===== src/rof_pkg.sv =====
// ----------------------------------------------------------------------------
// rof_pkg
// Shared types and constants for the 3x3 rank-order filter.
// ----------------------------------------------------------------------------
package rof_pkg;

    localparam int MAX_WIDTH_DEF  = 2048;
    localparam int MAX_HEIGHT_DEF = 2048;

    localparam int PIX_W   = 32;
    localparam int LANE_W  = 8;
    localparam int NLANE   = 4;
    localparam int NWIN    = 9;
    localparam int CFG_W   = 12;
    localparam int RANK_W  = 4;
    localparam int CNT_W   = 4;
    localparam int QDEPTH  = 4;

    localparam logic [CFG_W-1:0]  WIDTH_RST  = 12'd640;
    localparam logic [CFG_W-1:0]  HEIGHT_RST = 12'd480;
    localparam logic [RANK_W-1:0] RANK_RST   = 4'd5;
    localparam logic [RANK_W-1:0] RANK_MIN   = 4'd1;
    localparam logic [RANK_W-1:0] RANK_MAX   = 4'd9;
    localparam int                CENTER     = 4;

    typedef enum logic [1:0] {
        CFG_WIDTH  = 2'd0,
        CFG_HEIGHT = 2'd1,
        CFG_RANK   = 2'd2,
        CFG_MODE   = 2'd3
    } t_cfg_idx;

    typedef struct packed {
        logic [CFG_W-1:0]  width;
        logic [CFG_W-1:0]  height;
        logic [RANK_W-1:0] rank;
        logic              mode;
    } t_cfg;

    typedef struct packed {
        logic [NWIN-1:0][PIX_W-1:0] pix;
        logic                       mode;
        logic [RANK_W-1:0]          rank;
        logic                       fend;
    } t_win;

endpackage


===== src/rof_queue.sv =====
// ----------------------------------------------------------------------------
// rof_queue
// Short window queue between the front and the ranking pipeline.
// ----------------------------------------------------------------------------
module rof_queue import rof_pkg::*; #(
    parameter int DEPTH = QDEPTH
) (
    input  logic i_clk,
    input  logic i_rst_n,
    input  logic i_push,
    input  t_win i_item,
    input  logic i_pop,
    output t_win o_item,
    output logic o_full,
    output logic o_empty
);

    localparam int PW = $clog2(DEPTH);

    t_win           r_mem [DEPTH];
    logic [PW-1:0]  r_wp, r_rp;
    logic [PW:0]    r_cnt;

    assign o_full  = (r_cnt == (PW+1)'(DEPTH));
    assign o_empty = (r_cnt == '0);
    assign o_item  = r_mem[r_rp];

    always_ff @(posedge i_clk) begin
        if (!i_rst_n) begin
            r_wp  <= '0;
            r_rp  <= '0;
            r_cnt <= '0;
        end else begin
            if (i_push) begin
                r_wp <= (r_wp == PW'(DEPTH-1)) ? '0 : r_wp + 1'b1;
            end
            if (i_pop) begin
                r_rp <= (r_rp == PW'(DEPTH-1)) ? '0 : r_rp + 1'b1;
            end
            if (i_push && !i_pop) begin
                r_cnt <= r_cnt + 1'b1;
            end else if (i_pop && !i_push) begin
                r_cnt <= r_cnt - 1'b1;
            end
        end
    end

    always_ff @(posedge i_clk) begin
        if (i_push) begin
            r_mem[r_wp] <= i_item;
        end
    end

    a_cnt_bound: assert property (@(posedge i_clk) disable iff (!i_rst_n)
        r_cnt <= (PW+1)'(DEPTH)) else $error("queue count overrun");
    a_no_ovf: assert property (@(posedge i_clk) disable iff (!i_rst_n)
        !(i_push && o_full)) else $error("push into full queue");
    a_no_udf: assert property (@(posedge i_clk) disable iff (!i_rst_n)
        !(i_pop && o_empty)) else $error("pop from empty queue");
    a_cnt_step: assert property (@(posedge i_clk) disable iff (!i_rst_n)
        (i_push && !i_pop) |=> (r_cnt == $past(r_cnt) + 1'b1))
        else $error("queue count did not advance");

endmodule


===== config.mk =====
export PLATFORM = sky130hd
export DESIGN_NAME = rof_queue
export DESIGN_NICKNAME = d
export VERILOG_FILES = /design/src/rof_pkg.sv /design/src/rof_queue.sv
export SDC_FILE = /design/constraint.sdc
export NUM_CORES = 1
export LEC_CHECK = 0
export BUFFER_PORTS_ARGS = -buffer_cell sky130_fd_sc_hd__buf_4
export CAP_MARGIN = 15
export CORE_MARGIN = 4
export CORE_UTILIZATION = 40
export CTS_CLUSTER_SIZE = 25
export DETAILED_ROUTE_END_ITERATION = 12
export PLACE_DENSITY = 0.62
export SLEW_MARGIN = 20
export SYNTH_ARGS = -nofsm -noshare
export SYNTH_HDL_FRONTEND = slang
export SYNTH_SLANG_ARGS = --single-unit
export TNS_END_PERCENT = 20

===== constraint.sdc =====
create_clock -name i_clk -period 18.53 [get_ports i_clk]
set_clock_uncertainty 0.15 [all_clocks]
set_input_delay 0.9265 -clock i_clk [delete_from_list [all_inputs] [get_ports i_clk]]
set_output_delay 0.9265 -clock i_clk [all_outputs]
set_load 0.03 [all_outputs]

# == Yosys cells after proc, flatten, opt, wreduce, memory -nomap -nowiden ==
# Memory sizes are Yosys's and may differ from the RTL's. A register that Yosys moved wholly into a read port is not among the register bits.
# Index checks and enable logic that the tools add are counted.
# op_classes
add_sub_neg,4
multipliers,0
div,0
order_cmp,0
n_eq_ne,3
shift,0
n_mux,8
bitwise,0
reduce_logical,6
# ops
op,n
$mux 2,4
$mux 3,2
$add 2x1->2 const B,2
$eq 2x2->1 const B,2
$add 3x1->3 const B,1
$eq 3x3->1 const B,1
$logic_not 3->1,1
$sub 3x1->3 const B,1
$logic_and 1x1->1,2
$logic_not 1->1,2
$mux 1,2
$reduce_bool 2->1,1
# word_totals
ff_bits,7
latch_bits,0
ram_bits,1176
mem_bits_ro,0
output_inout_bits,296
n_memories,1
# mem_list
memory,depth,width,rd,rd_clocked_by_memory_dff,wr,line,rtl
r_mem,4,294,1,1,1,rof_queue.sv:20,t_win r_mem [DEPTH];

# == Depth between registers and ports, before layout ==
# logic_depth
ltp_word,4
mapped_depth,7
ltp_nobuf,7

# == Worst setup path after synthesis ==
# No wires, ideal clock.
# synth_timing
path_kind,input -> register
start,input port i_push
end,"memory r_mem[0][0] (netlist bit), enable pin"
arrival_time_ns,7.559
required_time_ns,17.688
path_slack_ns,10.129
path_stages,1
path_buffers,0
cell_sequence,and2_1
# synth_between
elab_chain_cells,2
# synth_lines
element,line,rtl
from (decl),rof_queue.sv:10,"input logic i_push,"
$mux 1,rof_queue.sv:49,if (i_push) begin
$mux 1 (implied by the code),rof_queue.sv:50,r_mem[r_wp] <= i_item;
to (decl),rof_queue.sv:20,
# Every way passes these cells.

==> impl_metrics.yaml <==
floorplan:
  dieWidth_um: 337
  rows: 120
  core_um2: 107000
  die_area_um2: 114000
  initial_core_util_pct: 40.5
  die_y_um: 337
  ios: 594
min_path:
  min_path_cells: 1
  hp-start: "i_item[288]"
  hp-class: "input pin to flop"
  hold_end: "r_mem[2][288]"
clock_tree:
  postCtsResizedCells: 0
  path_clk_slew_ns: 0.06
  cts_setup_buffers: 0
  clock_sinks: 1185
  htreeDepth: 3
  cts_buffers: 118
  clock_latency_ns: 0.68
  cts_max_path_buffers: 3
  cts_hold_buffers: 0
  cts_root_buffer: "clkbuf_16"
  cts_tree: "yes"
setup_path:
  cp_cell_sequence: "buf_4, buf_4, buf_4, mux4_1, buf_4"
  rr_startpoint: "r_wp[0]"
  end_kind: "output port"
  crit_top_cell: "buf_4"
  path_delay_family: "buffers and inverters"
  timing.rr.end: "r_mem[2][230]"
  ff2ff_setup_slack_ns: 14.73
  cp_num_buf_inv: 4
  cp_slowest_stage_delay_ns: 0.94
  cp.required_ns: 17.45
  crit_fanout: 49
  critPathLaunchType: "flop"
  reg2regPathDepth: 5
  critical_path_class: "flop to output port"
  cp_data_arrival_time_ns: 5.09
  crit_slowest_cell: "dfxtp_4"
global_routing:
  grt_max_degree: 151
  grt-ovfl-total: 0
  grt_use_total_pct: 15.9
  grt_pass1_wl_um: 134000
  antenna_found_initial: 17
  grt_pass1_vias: 20500
synthesis:
  ys_ff_latch: 1185
  ys_seq_area_share_pct: 81.7
  syn_area_um2: 43400
  syn_nets: 1885
  ys_warn_count: 0
  syn-instance-count: 1580
  synthDistinctLibCells: 23
  syn_area_per_cell_um2: 27.5
place:
  pre_cts_ws_ns: 12.94
  io_buffers: 593
  place_area_um2: 49300
  gp_congestion: 0.748
  hpwl_um: 57800
layout:
  finalInstanceArea_um2: 53200
  fill_cells: 8437
  synthToLayoutAreaGrowth_pct: 22.4
  drive_above_1_share_pct: 40.5
  nets: 2556
  multiInputGateArea_um2: 7400
  regArea_um2: 35500
outcome:
  status: "finished, final reports clean"
drt:
  ant_nets: 0
  drt_pass1_iterations: 5
  finalWirelength_um: 93300
  drt_iter0_drc: 1136
  num_vias: 19300
  vias_per_cell: 5.12
  remaining_drc_errors: 0
  wire_per_inst_um: 24.8
pwr:
  seqPwrFrac_pct: 51.0
  powerDensity_nw_per_um2: 115
  vdd_ir_drop_max_mv: 0.104
  pwr-share-comb_pct: 11.3
  p_clk_share_pct: 37.8
  intPower_uw: 4690
  p_leak_uw: 0.0179
  power_uw: 6100
  p_switching_uw: 1410
  swShare_pct: 23.2
sta:
  slew_headroom_pct: 18.5
  setup_viol: 0
  hold_violations: 0
  rsz0062_at_grt: "false"
  worst_pin_slew_ns: 1.22
  fin_tns_setup_ns: 0
  max_freq_mhz: 162
  fin_crit_sh_pct: 33.3
  slew_viol_final: 0
  period_needed_ns: 6.17
  worst_slack_ns: 12.36
job:
  drv_cap: 0
## how the worst max path moves through the flow
stage                  endpoint  slack (ns)  depth (start not counted)
floorplan           r_mem[0][0]       10.13                          1
finish              o_item[247]       12.36                          5
global placement    o_item[246]       12.96                          5
CTS                 o_item[247]       12.14                          5
detailed placement  o_item[247]       12.94                          5
global route        o_item[247]       11.94                          5
## cell type report
cell class / count / area share [%]
Timing Repair Buffer: 617 / 8.82
Clock buffer: 145 / 5.82
Inverter: 4 / 0.0282
Antenna cell: 13 / 0.0612
Sequential cell: 1185 / 66.8
Clock inverter: 74 / 1.28
Multi-Input combinational cell: 325 / 13.9
Tap cell: 1403 / 3.30
## sequential cells by signal, summed over array words and instances, names as in the netlist, named ones only
| register | cells |
|---|---|
| r_rp | 2 |
| r_mem | 1176 |
| r_wp | 2 |
| r_cnt | 3 |
## power groups by stage
stage | Clock (uW) | Combinational (uW) | Sequential (uW)
after CTS | 2370 | 701 | 3110
final | 2300 | 687 | 3110
after global placement | 0 | 691 | 3160
after floorplan | 0 | 411 | 3180
after global routing | 2500 | 724 | 3120
after detailed placement | 0 | 699 | 3170
## cell usage in the layout, fill, tap and decap left out, drive strengths merged, types with 2 or more instances in the layout
cell type / netlist / routed
ha: 6 / 6
nor2b: 5 / 5
nor3: 2 / 2
diode: 0 / 13
edfxtp: 1176 / 1176
bufinv: 0 / 11
mux2i: 4 / 4
and2: 5 / 5
inv: 4 / 10
clkinv: 0 / 51
mux4: 294 / 294
clkinvlp: 0 / 6
clkbuf: 5 / 145
dfxtp: 9 / 9
buf: 61 / 617
## worst reg2reg max path, delay by kind of cell, from the launching register on
| family | cells | cell delay [ns] |
|---|---|---|
| buffers and inverters | 3 | 1.96 |
| AND/OR/NAND/NOR | 1 | 0.74 |
| flip-flops | 1 | 0.35 |
| adder cells (fa/ha/maj) | 1 | 0.15 |
## cells by family after synthesis
| kind of cell | synth area share [%] |
|---|---|
| AOI/OAI and AO/OA | 0.0461 |
| adders and majority gates | 0.219 |
| DFF | 81.7 |
| muxes | 16.5 |
| xor gates and xnor gates | 0.0403 |
| and+or+nand+nor | 0.207 |
| buffers and inverters | 1.24 |
## routing by layer
metal | track usage, % | part of all wire, % | up-vias
met4 | 5.81 | 3.1 | 8
met3 | 5.03 | 7.2 | 150
met2 | 27.7 | 53 | 551
met1 | 18.6 | 36 | 10200
li1 | - | - | 8384
met5 | 0 | 0.055 | -
## through the flow
step | utilization, % | hold WS, ns | instances
6_report | 49.5 | 0.282 | 3766
5_1_grt | 49.5 | 0.219 | 3763
4_1_cts | 49.5 | 0.206 | 3752
3_5_place_dp | 46.0 | 0.408 | 3533
3_3_place_gp | 46.0 | 0.337 | 3533
2_1_floorplan | - | 0.322 | 1580
## cells in the mapped netlist
master | instances | share of area [%]
xor2_1 | 1 | 0.020
nor3b_1 | 1 | 0.017
a21boi_0 | 1 | 0.017
mux2i_1 | 4 | 0.092
xnor2_1 | 1 | 0.020
dfxtp_1 | 9 | 0.41
inv_1 | 4 | 0.035
ha_1 | 6 | 0.17
o21a_1 | 1 | 0.017
mux4_2 | 158 | 8.2
edfxtp_1 | 1176 | 81
o21ai_0 | 1 | 0.012
fa_1 | 1 | 0.046
clkbuf_1 | 5 | 0.043
buf_6 | 27 | 0.70
nor3_1 | 2 | 0.023
buf_8 | 3 | 0.10
or3_1 | 1 | 0.014
nor2_1 | 1 | 0.0086
and2_1 | 5 | 0.072
nor2b_1 | 5 | 0.072
mux4_1 | 136 | 8.2
buf_2 | 31 | 0.36
Power figures use the tool's default switching activity.
