<file path="config.mk">
export PLATFORM = sky130hd
export DESIGN_NAME = rof_back
export DESIGN_NICKNAME = d
export VERILOG_FILES = /design/src/rof_pkg.sv /design/src/rof_back.sv
export SDC_FILE = /design/constraint.sdc
export NUM_CORES = 2
export LEC_CHECK = 0
export BUFFER_PORTS_ARGS = -buffer_cell sky130_fd_sc_hd__buf_2
export CAP_MARGIN = 20
export CELL_PAD_IN_SITES_DETAIL_PLACEMENT = 1
export CELL_PAD_IN_SITES_GLOBAL_PLACEMENT = 1
export CORE_ASPECT_RATIO = 0.9
export CORE_UTILIZATION = 52
export DETAILED_ROUTE_END_ITERATION = 6
export PLACE_DENSITY = 0.82
export SLEW_MARGIN = 20
export SYNTH_ARGS = -nofsm -noshare
export SYNTH_HDL_FRONTEND = slang
export SYNTH_SLANG_ARGS = --single-unit
</file>
<file path="constraint.sdc">
create_clock -name i_clk -period 32 [get_ports i_clk]
set_clock_uncertainty 0.15 [all_clocks]
set_input_delay 4.8 -clock i_clk [delete_from_list [all_inputs] [get_ports i_clk]]
set_output_delay 4.8 -clock i_clk [all_outputs]
set_load 0.01 [all_outputs]
</file>
<file path="src/rof_pkg.sv">
// ----------------------------------------------------------------------------
// rof_pkg
// Shared types and constants for the 3x3 rank-order filter.
// ----------------------------------------------------------------------------
package rof_pkg;

    localparam int MAX_WIDTH_DEF  = 2048;
    localparam int MAX_HEIGHT_DEF = 2048;

    localparam int PIX_W   = 32;
    localparam int LANE_W  = 8;
    localparam int NLANE   = 4;
    localparam int NWIN    = 9;
    localparam int CFG_W   = 12;
    localparam int RANK_W  = 4;
    localparam int CNT_W   = 4;
    localparam int QDEPTH  = 4;

    localparam logic [CFG_W-1:0]  WIDTH_RST  = 12'd640;
    localparam logic [CFG_W-1:0]  HEIGHT_RST = 12'd480;
    localparam logic [RANK_W-1:0] RANK_RST   = 4'd5;
    localparam logic [RANK_W-1:0] RANK_MIN   = 4'd1;
    localparam logic [RANK_W-1:0] RANK_MAX   = 4'd9;
    localparam int                CENTER     = 4;

    typedef enum logic [1:0] {
        CFG_WIDTH  = 2'd0,
        CFG_HEIGHT = 2'd1,
        CFG_RANK   = 2'd2,
        CFG_MODE   = 2'd3
    } t_cfg_idx;

    typedef struct packed {
        logic [CFG_W-1:0]  width;
        logic [CFG_W-1:0]  height;
        logic [RANK_W-1:0] rank;
        logic              mode;
    } t_cfg;

    typedef struct packed {
        logic [NWIN-1:0][PIX_W-1:0] pix;
        logic                       mode;
        logic [RANK_W-1:0]          rank;
        logic                       fend;
    } t_win;

endpackage

</file>
<file path="src/rof_back.sv">
// ----------------------------------------------------------------------------
// rof_back
// Ranking pipeline: count comparisons per lane, select the ranked value,
// and hold the result in the output register.
// ----------------------------------------------------------------------------
module rof_back import rof_pkg::*; (
    input  logic             i_clk,
    input  logic             i_rst_n,
    input  t_win             i_item,
    input  logic             i_empty,
    output logic             o_pop,
    output logic             o_m_tvalid,
    input  logic             i_m_tready,
    output logic [PIX_W-1:0] o_m_tdata,
    output logic             o_m_tlast
);

    logic en;
    logic r_v1, r_v2, r_ov;
    t_win r_it1;
    logic [NLANE-1:0][NWIN-1:0][LANE_W-1:0] r_val;
    logic [NLANE-1:0][NWIN-1:0][CNT_W-1:0]  r_lt, r_le, n_lt, n_le;
    logic              r_mode2, r_fend2;
    logic [RANK_W-1:0] r_rank2;
    logic [NLANE-1:0][LANE_W-1:0] sel;
    logic [PIX_W-1:0] r_data;
    logic             r_last;

    assign en    = !r_ov || i_m_tready;
    assign o_pop = en && !i_empty;

    always_comb begin
        for (int l = 0; l < NLANE; l++) begin
            for (int i = 0; i < NWIN; i++) begin
                n_lt[l][i] = '0;
                n_le[l][i] = '0;
                for (int j = 0; j < NWIN; j++) begin
                    n_lt[l][i] = n_lt[l][i] + CNT_W'(r_it1.pix[j][l*LANE_W +: LANE_W]
                                                    < r_it1.pix[i][l*LANE_W +: LANE_W]);
                    n_le[l][i] = n_le[l][i] + CNT_W'(r_it1.pix[j][l*LANE_W +: LANE_W]
                                                    <= r_it1.pix[i][l*LANE_W +: LANE_W]);
                end
            end
        end
    end

    always_comb begin
        for (int l = 0; l < NLANE; l++) begin
            sel[l] = '0;
            for (int i = NWIN-1; i >= 0; i--) begin
                if ((r_lt[l][i] < r_rank2) && (r_rank2 <= r_le[l][i])) begin
                    sel[l] = r_val[l][i];
                end
            end
        end
    end

    always_ff @(posedge i_clk) begin
        if (!i_rst_n) begin
            r_v1 <= 1'b0;
            r_v2 <= 1'b0;
            r_ov <= 1'b0;
        end else if (en) begin
            r_v1 <= !i_empty;
            r_v2 <= r_v1;
            r_ov <= r_v2;
        end
    end

    always_ff @(posedge i_clk) begin
        if (en) begin
            r_it1   <= i_item;
            r_lt    <= n_lt;
            r_le    <= n_le;
            r_mode2 <= r_it1.mode;
            r_rank2 <= r_it1.rank;
            r_fend2 <= r_it1.fend;
            for (int l = 0; l < NLANE; l++) begin
                for (int i = 0; i < NWIN; i++) begin
                    r_val[l][i] <= r_it1.pix[i][l*LANE_W +: LANE_W];
                end
            end
            r_data  <= r_mode2 ? {r_val[NLANE-1][CENTER], sel[2], sel[1], sel[0]}
                               : {sel[NLANE-1], {(PIX_W-LANE_W){1'b0}}};
            r_last  <= r_fend2;
        end
    end

    assign o_m_tvalid = r_ov;
    assign o_m_tdata  = r_data;
    assign o_m_tlast  = r_last;

endmodule

</file>
Word-level counts from Yosys, hierarchy flattened
Cells that the tools add are included.
{"block": "classes", "reduce_logical": 40, "magnitude_cmp": 720, "n_addsub": 576, "muxes": 37}
{"op": "$le A8 B8 Y1", "n": 324}
{"op": "$lt A8 B8 Y1", "n": 324}
{"op": "$add A4 B1 Y4", "n": 360}
{"op": "$add A3 B1 Y4", "n": 72}
{"op": "$mux W8", "n": 36}
{"op": "$add A2 B1 Y3", "n": 72}
{"op": "$add A1 B1 Y2", "n": 72}
{"op": "$le A4 B4 Y1", "n": 36}
{"op": "$lt A4 B4 Y1", "n": 36}
{"op": "$logic_and A1 B1 Y1", "n": 37}
{"op": "$mux W32", "n": 1}
{"op": "$logic_not A1 Y1", "n": 2}
{"op": "$logic_or A1 B1 Y1", "n": 1}
{"block": "word_totals", "word_cells": 1502, "input_bits": 298, "register_bits": 912, "output_inout_bits": 35}

Longest topological paths before layout
{"block": "logic_depth", "depth_word": 12, "depth_mapped": 19, "depth_no_buf": 19}

Least setup slack after synthesis
OpenSTA, ideal clock, no wires.
{"block": "synth_timing", "path_type": "input-to-reg", "startpoint": "in i_m_tready", "endpoint": "reg r_data[0] (netlist: o_m_tdata[0]), enable pin", "path_slack_ns": 8.208, "stages": 2, "n_path_buf": 0, "t_arrival_ns": 22.393, "t_required_ns": 30.601, "path_cell_list": "nor2b_1 -> inv_1"}
{"block": "synth_via", "elab_chain_len": 1}
{"element": "start, declared", "line": "rof_back.sv:13", "text": "input logic i_m_tready,"}
{"element": "$logic_or A1 B1 Y1", "line": "rof_back.sv:29", "text": "assign en = !r_ov || i_m_tready;"}
{"element": "end signal, assigned", "line": "rof_back.sv:83", "text": "r_data <= r_mode2 ? {r_val[NLANE-1][CENTER], sel[2], sel[1], sel[0]}"}
{"element": "end, declared", "line": "rof_back.sv:26", "text": "logic [PIX_W-1:0] r_data;"}
No other way between the ends.
A chain may end at the register's enable or synchronous reset.

Worst setup path after layout
{"block": "layout_timing", "startpoint": "in i_m_tready", "endpoint": "out o_pop"}
{"block": "layout_via", "elab_chain_len": 2}
{"element": "$logic_or A1 B1 Y1", "line": "rof_back.sv:29"}
{"element": "$logic_and A1 B1 Y1", "line": "rof_back.sv:30", "text": "assign o_pop = en && !i_empty;"}
{"element": "end, declared", "line": "rof_back.sv:11", "text": "output logic o_pop,"}
No other way between the ends.

==> reports/qor.log <==
INFO  timing         setup_viol=0
INFO  critical_path  worst-setup-path-type=primary input to primary output
INFO  drt            drt_iter0_markers=4383
INFO  layout         nets=9437
INFO  critical_path  critical_path.slowest_cell=sky130_fd_sc_hd__nor2b_1
INFO  cts            htreeDepth=3
INFO  outcome        run_status=complete, no violations
INFO  timing         timing.final.max_slew_violations=0
INFO  logic_synthesis synth_warnings=0
INFO  drt            post_drt_wl_per_cell=27.9um
INFO  timing         post-route-min-period=10650ps
INFO  drt            viasPerCell=6.32
INFO  critical_path  rr_startpoint=r_it1[119]$_DFFE_PN_
INFO  critical_path  rrSetupSlack=25970ps
INFO  drt            final_antenna_net_count=0
INFO  drt            drtPass1Iterations=6
INFO  min_path       holdPathEnd=o_m_tlast$_DFFE_PN_
INFO  place          placed_cells_incl_taps=9071
INFO  drt            drc_errors=0
INFO  floorplan      fp.dieW=403um
INFO  layout         area_growth_syn_to_layout=10.5%
INFO  logic_synthesis yosysSeqAreaShare=36.3%
INFO  drt            route.vias.total=58500
INFO  timing         setup_repair_after_global_routing_missed_its_margin=false
INFO  cts            cts_hold_repair.buffers=0
INFO  floorplan      floorplan.die_area=146000squm
INFO  logic_synthesis synthFlopType=sky130_fd_sc_hd__edfxtp_1
INFO  timing         tightestPinTransition=1220ps
INFO  critical_path  critical_path.max_fanout=5
INFO  drt            routed_wirelength=259000um
INFO  cts            post_cts_resize_count=0
INFO  timing         timing.hold.ws=271ps
INFO  global_routing antenna_found_initial=7
INFO  critical_path  timing.critical_path.buf_inv=2
INFO  min_path       min_path_type=flip-flop to flip-flop
INFO  logic_synthesis syn_inst=6781
INFO  critical_path  path_delay_family=simple AND/OR/NAND/NOR gates
INFO  pwr            ir_worst_vdd=52.0uV
INFO  global_routing grt-ovfl-total=0
INFO  logic_synthesis nets_in_the_synthesized_netlist=8987
INFO  critical_path  worst_ep_arrival_time=5700ps
INFO  floorplan      die_height=363um
INFO  layout         drive_gt1_share=8.66%
INFO  timing         relSlewSlack=17.9%
INFO  critical_path  timing.rr.end=r_le[82]$_DFFE_PN_
INFO  timing         finalHoldViolations=0
INFO  place          detailedPlace.worstSlack=21350ps
INFO  place          detailed_place_hpwl=198000um
INFO  cts            cts_root_buf=sky130_fd_sc_hd__clkbuf_16
INFO  pwr            cellPowerDensity=71.5nW/um^2
INFO  critical_path  timing.critical_path.cells=buf_2, nor2b_1, nor2_1, buf_2
INFO  cts            clock_latency=760ps
INFO  place          port_buffers=332
INFO  logic_synthesis postSynthRegisterBits=912
INFO  pwr            leakage=0.0393uW
INFO  logic_synthesis ys_types=76
INFO  logic_synthesis synth-edff-count=909
INFO  critical_path  worstSetupEndpointType=primary output
INFO  floorplan      design.portCount=333
INFO  floorplan      initial_utilization=52.3%
INFO  timing         min_period_over_period=33.3%
INFO  critical_path  critical_path.max_stage_delay=500ps
INFO  cts            path_clk_slew=60ps
INFO  flow_run       drv_cap=0
INFO  place          gp_congestion=0.958
INFO  layout         fin_cells=9263
INFO  min_path       min_delay_path_depth=0
INFO  critical_path  crit_required=27050ps
INFO  global_routing grt_start_max_net_pins=158
INFO  floorplan      placementRows=132
INFO  logic_synthesis ys_async_sr_fraction=0%
INFO  logic_synthesis syn_avg_cell_area=11.1squm
INFO  timing         timing.fmax=0.0939GHz
INFO  timing         finalSetupTns=0ps
INFO  floorplan      core_region_area=144000squm
INFO  critical_path  cp_common_cell=sky130_fd_sc_hd__buf_2
INFO  timing         postLayoutSetupSlackWorst=21350ps
INFO  critical_path  reg2regPathDepth=17
INFO  cts            cts_max_path_buffers=3
INFO  cts            clock-sinks=912
INFO  cts            cts_made_buffers=101
INFO  cts            cts_tree=yes
INFO  layout         num-fill-cells=15200
INFO  min_path       min_from=r_fend2$_DFFE_PN_
INFO  cts            post-cts-setup-buffers=0
INFO  global_routing grt_first_pass_wirelength=384000um
INFO  logic_synthesis syn-cell-area=75300squm
INFO  critical_path  startpoint_type=primary input
INFO  global_routing grt.total_usage=35.1%
INFO  global_routing first_global_vias=63200
==> cell usage after synthesis (11+ instances only) <==
library cell               number  area share, %
sky130_fd_sc_hd__o21a_1       118            1.2
sky130_fd_sc_hd__o22ai_1       22           0.18
sky130_fd_sc_hd__edfxtp_1     909             36
sky130_fd_sc_hd__a21o_1       264            2.6
sky130_fd_sc_hd__o21bai_1      17           0.17
sky130_fd_sc_hd__inv_1        953            4.8
sky130_fd_sc_hd__nor2_1       299            1.5
sky130_fd_sc_hd__clkbuf_1      15          0.075
sky130_fd_sc_hd__nand3_1       39           0.26
sky130_fd_sc_hd__nand2b_1     183            1.5
sky130_fd_sc_hd__xnor2_1       39           0.45
sky130_fd_sc_hd__a21oi_1      368            2.4
sky130_fd_sc_hd__or3_1         11          0.091
sky130_fd_sc_hd__o41ai_1       13           0.15
sky130_fd_sc_hd__nor3_1        52           0.35
sky130_fd_sc_hd__a211o_1       11           0.13
sky130_fd_sc_hd__a221oi_1      16           0.19
sky130_fd_sc_hd__nor2b_1      251            2.1
sky130_fd_sc_hd__and2_1        17           0.14
sky130_fd_sc_hd__o21ai_0      429            2.9
sky130_fd_sc_hd__a211oi_1      57           0.57
sky130_fd_sc_hd__ha_1        1624             27
sky130_fd_sc_hd__xor2_1        37           0.43
sky130_fd_sc_hd__nand4_1      297            2.5
sky130_fd_sc_hd__o211ai_1      43           0.43
sky130_fd_sc_hd__a311oi_1      22           0.26
sky130_fd_sc_hd__mux2_2        32           0.48
sky130_fd_sc_hd__a31oi_1       24           0.20
sky130_fd_sc_hd__or2_2         26           0.22
sky130_fd_sc_hd__nand2_1      117           0.58
sky130_fd_sc_hd__fa_1         284            7.6
sky130_fd_sc_hd__a221o_1       37           0.49
==> power by group <==
group	switching, uW	internal (uW)
registers	154	1700
clock network	537	744
logic	1710	1110
total	2400	3550
==> metal layers <==
layer  GRT usage, %  wire [um]  vias up
li1               -          -    25900
met1           44.2     105000    29300
met2           58.3     121000     2466
met3           5.86      19000      816
met4           17.4      14100       10
met5              0         56        -
==> registers in the layout, summed over array words and instances, names as in the netlist <==
name        count
r_it1         294
r_val         288
r_le          144
r_lt          144
o_m_tdata      32
r_rank2         4
o_m_tlast       1
o_m_tvalid      1
r_fend2         1
r_mode2         1
r_v1            1
r_v2            1
==> logic make-up after synthesis <==
group / Yosys count / synth area share [%]
AND/OR/NAND/NOR: 1320 / 9.50
XOR/XNOR: 76 / 0.884
flip-flops: 912 / 36.3
buffers and inverters: 983 / 4.94
AO/OA/AOI/OAI: 1549 / 13.3
multiplexers: 33 / 0.492
adder cells (fa/ha/maj): 1908 / 34.5
==> cell usage in the layout (no fill, tap or decap), types with 41 or more instances in the layout <==
cell,instances
sky130_fd_sc_hd__ha_1,1624
sky130_fd_sc_hd__inv_1,949
sky130_fd_sc_hd__edfxtp_1,909
sky130_fd_sc_hd__o21ai_0,427
sky130_fd_sc_hd__a21oi_1,368
sky130_fd_sc_hd__buf_2,332
sky130_fd_sc_hd__nor2_1,299
sky130_fd_sc_hd__nand4_1,297
sky130_fd_sc_hd__fa_1,284
sky130_fd_sc_hd__a21o_1,264
sky130_fd_sc_hd__nor2b_1,251
sky130_fd_sc_hd__nand2b_1,183
sky130_fd_sc_hd__o21a_1,118
sky130_fd_sc_hd__nand2_1,117
sky130_fd_sc_hd__clkbuf_16,103
sky130_fd_sc_hd__a211oi_1,56
sky130_fd_sc_hd__nor3_1,52
sky130_fd_sc_hd__o211ai_1,43
sky130_fd_sc_hd__buf_4,41
==> worst reg2reg max path, delay by kind of cell (launching register included) <==
family | cells | cell delay (ps)
adders and majority gates | 6 | 2510
AOI/OAI and AO/OA | 4 | 1590
DFF | 1 | 730
buffers and inverters | 3 | 360
and+or+nand+nor | 3 | 290
xor gates and xnor gates | 1 | 170
==> cell type report <==
class	count	area, sq um	area share [%]
multi-input combinational	4886	44300	53.2
sequential	912	27400	32.9
inverter	955	3590	4.32
clock buffer	111	2610	3.13
tap	1943	2430	2.92
timing repair buffer	375	2000	2.40
clock inverter	79	948	1.14
antenna	2	5.00	0.00601
==> through the flow <==
stage | cell area [sq um] | utilization, % | total power [uW]
after global placement | 79600 | 55.4 | 4360
after floorplan | 75300 | - | 3630
final | 83200 | 57.8 | 5950
after detailed placement | 79600 | 55.4 | 4630
after global routing | 83200 | 57.8 | 6330
after CTS | 83200 | 57.8 | 5950
==> worst max-delay path by stage <==
stage | startpoint | slack [ps] | end | cells after the start
after global placement | i_m_tready | 21310 | o_pop | 4
after floorplan | i_m_tready | 8210 | o_m_tdata[0]$_SDFFCE_PN0N_ | 2
after detailed placement | i_m_tready | 21350 | o_pop | 4
final | i_m_tready | 21350 | o_pop | 4
after global routing | i_m_tready | 21270 | o_pop | 4
after CTS | i_m_tready | 21350 | o_pop | 4
(Power assumes the default switching activity.)
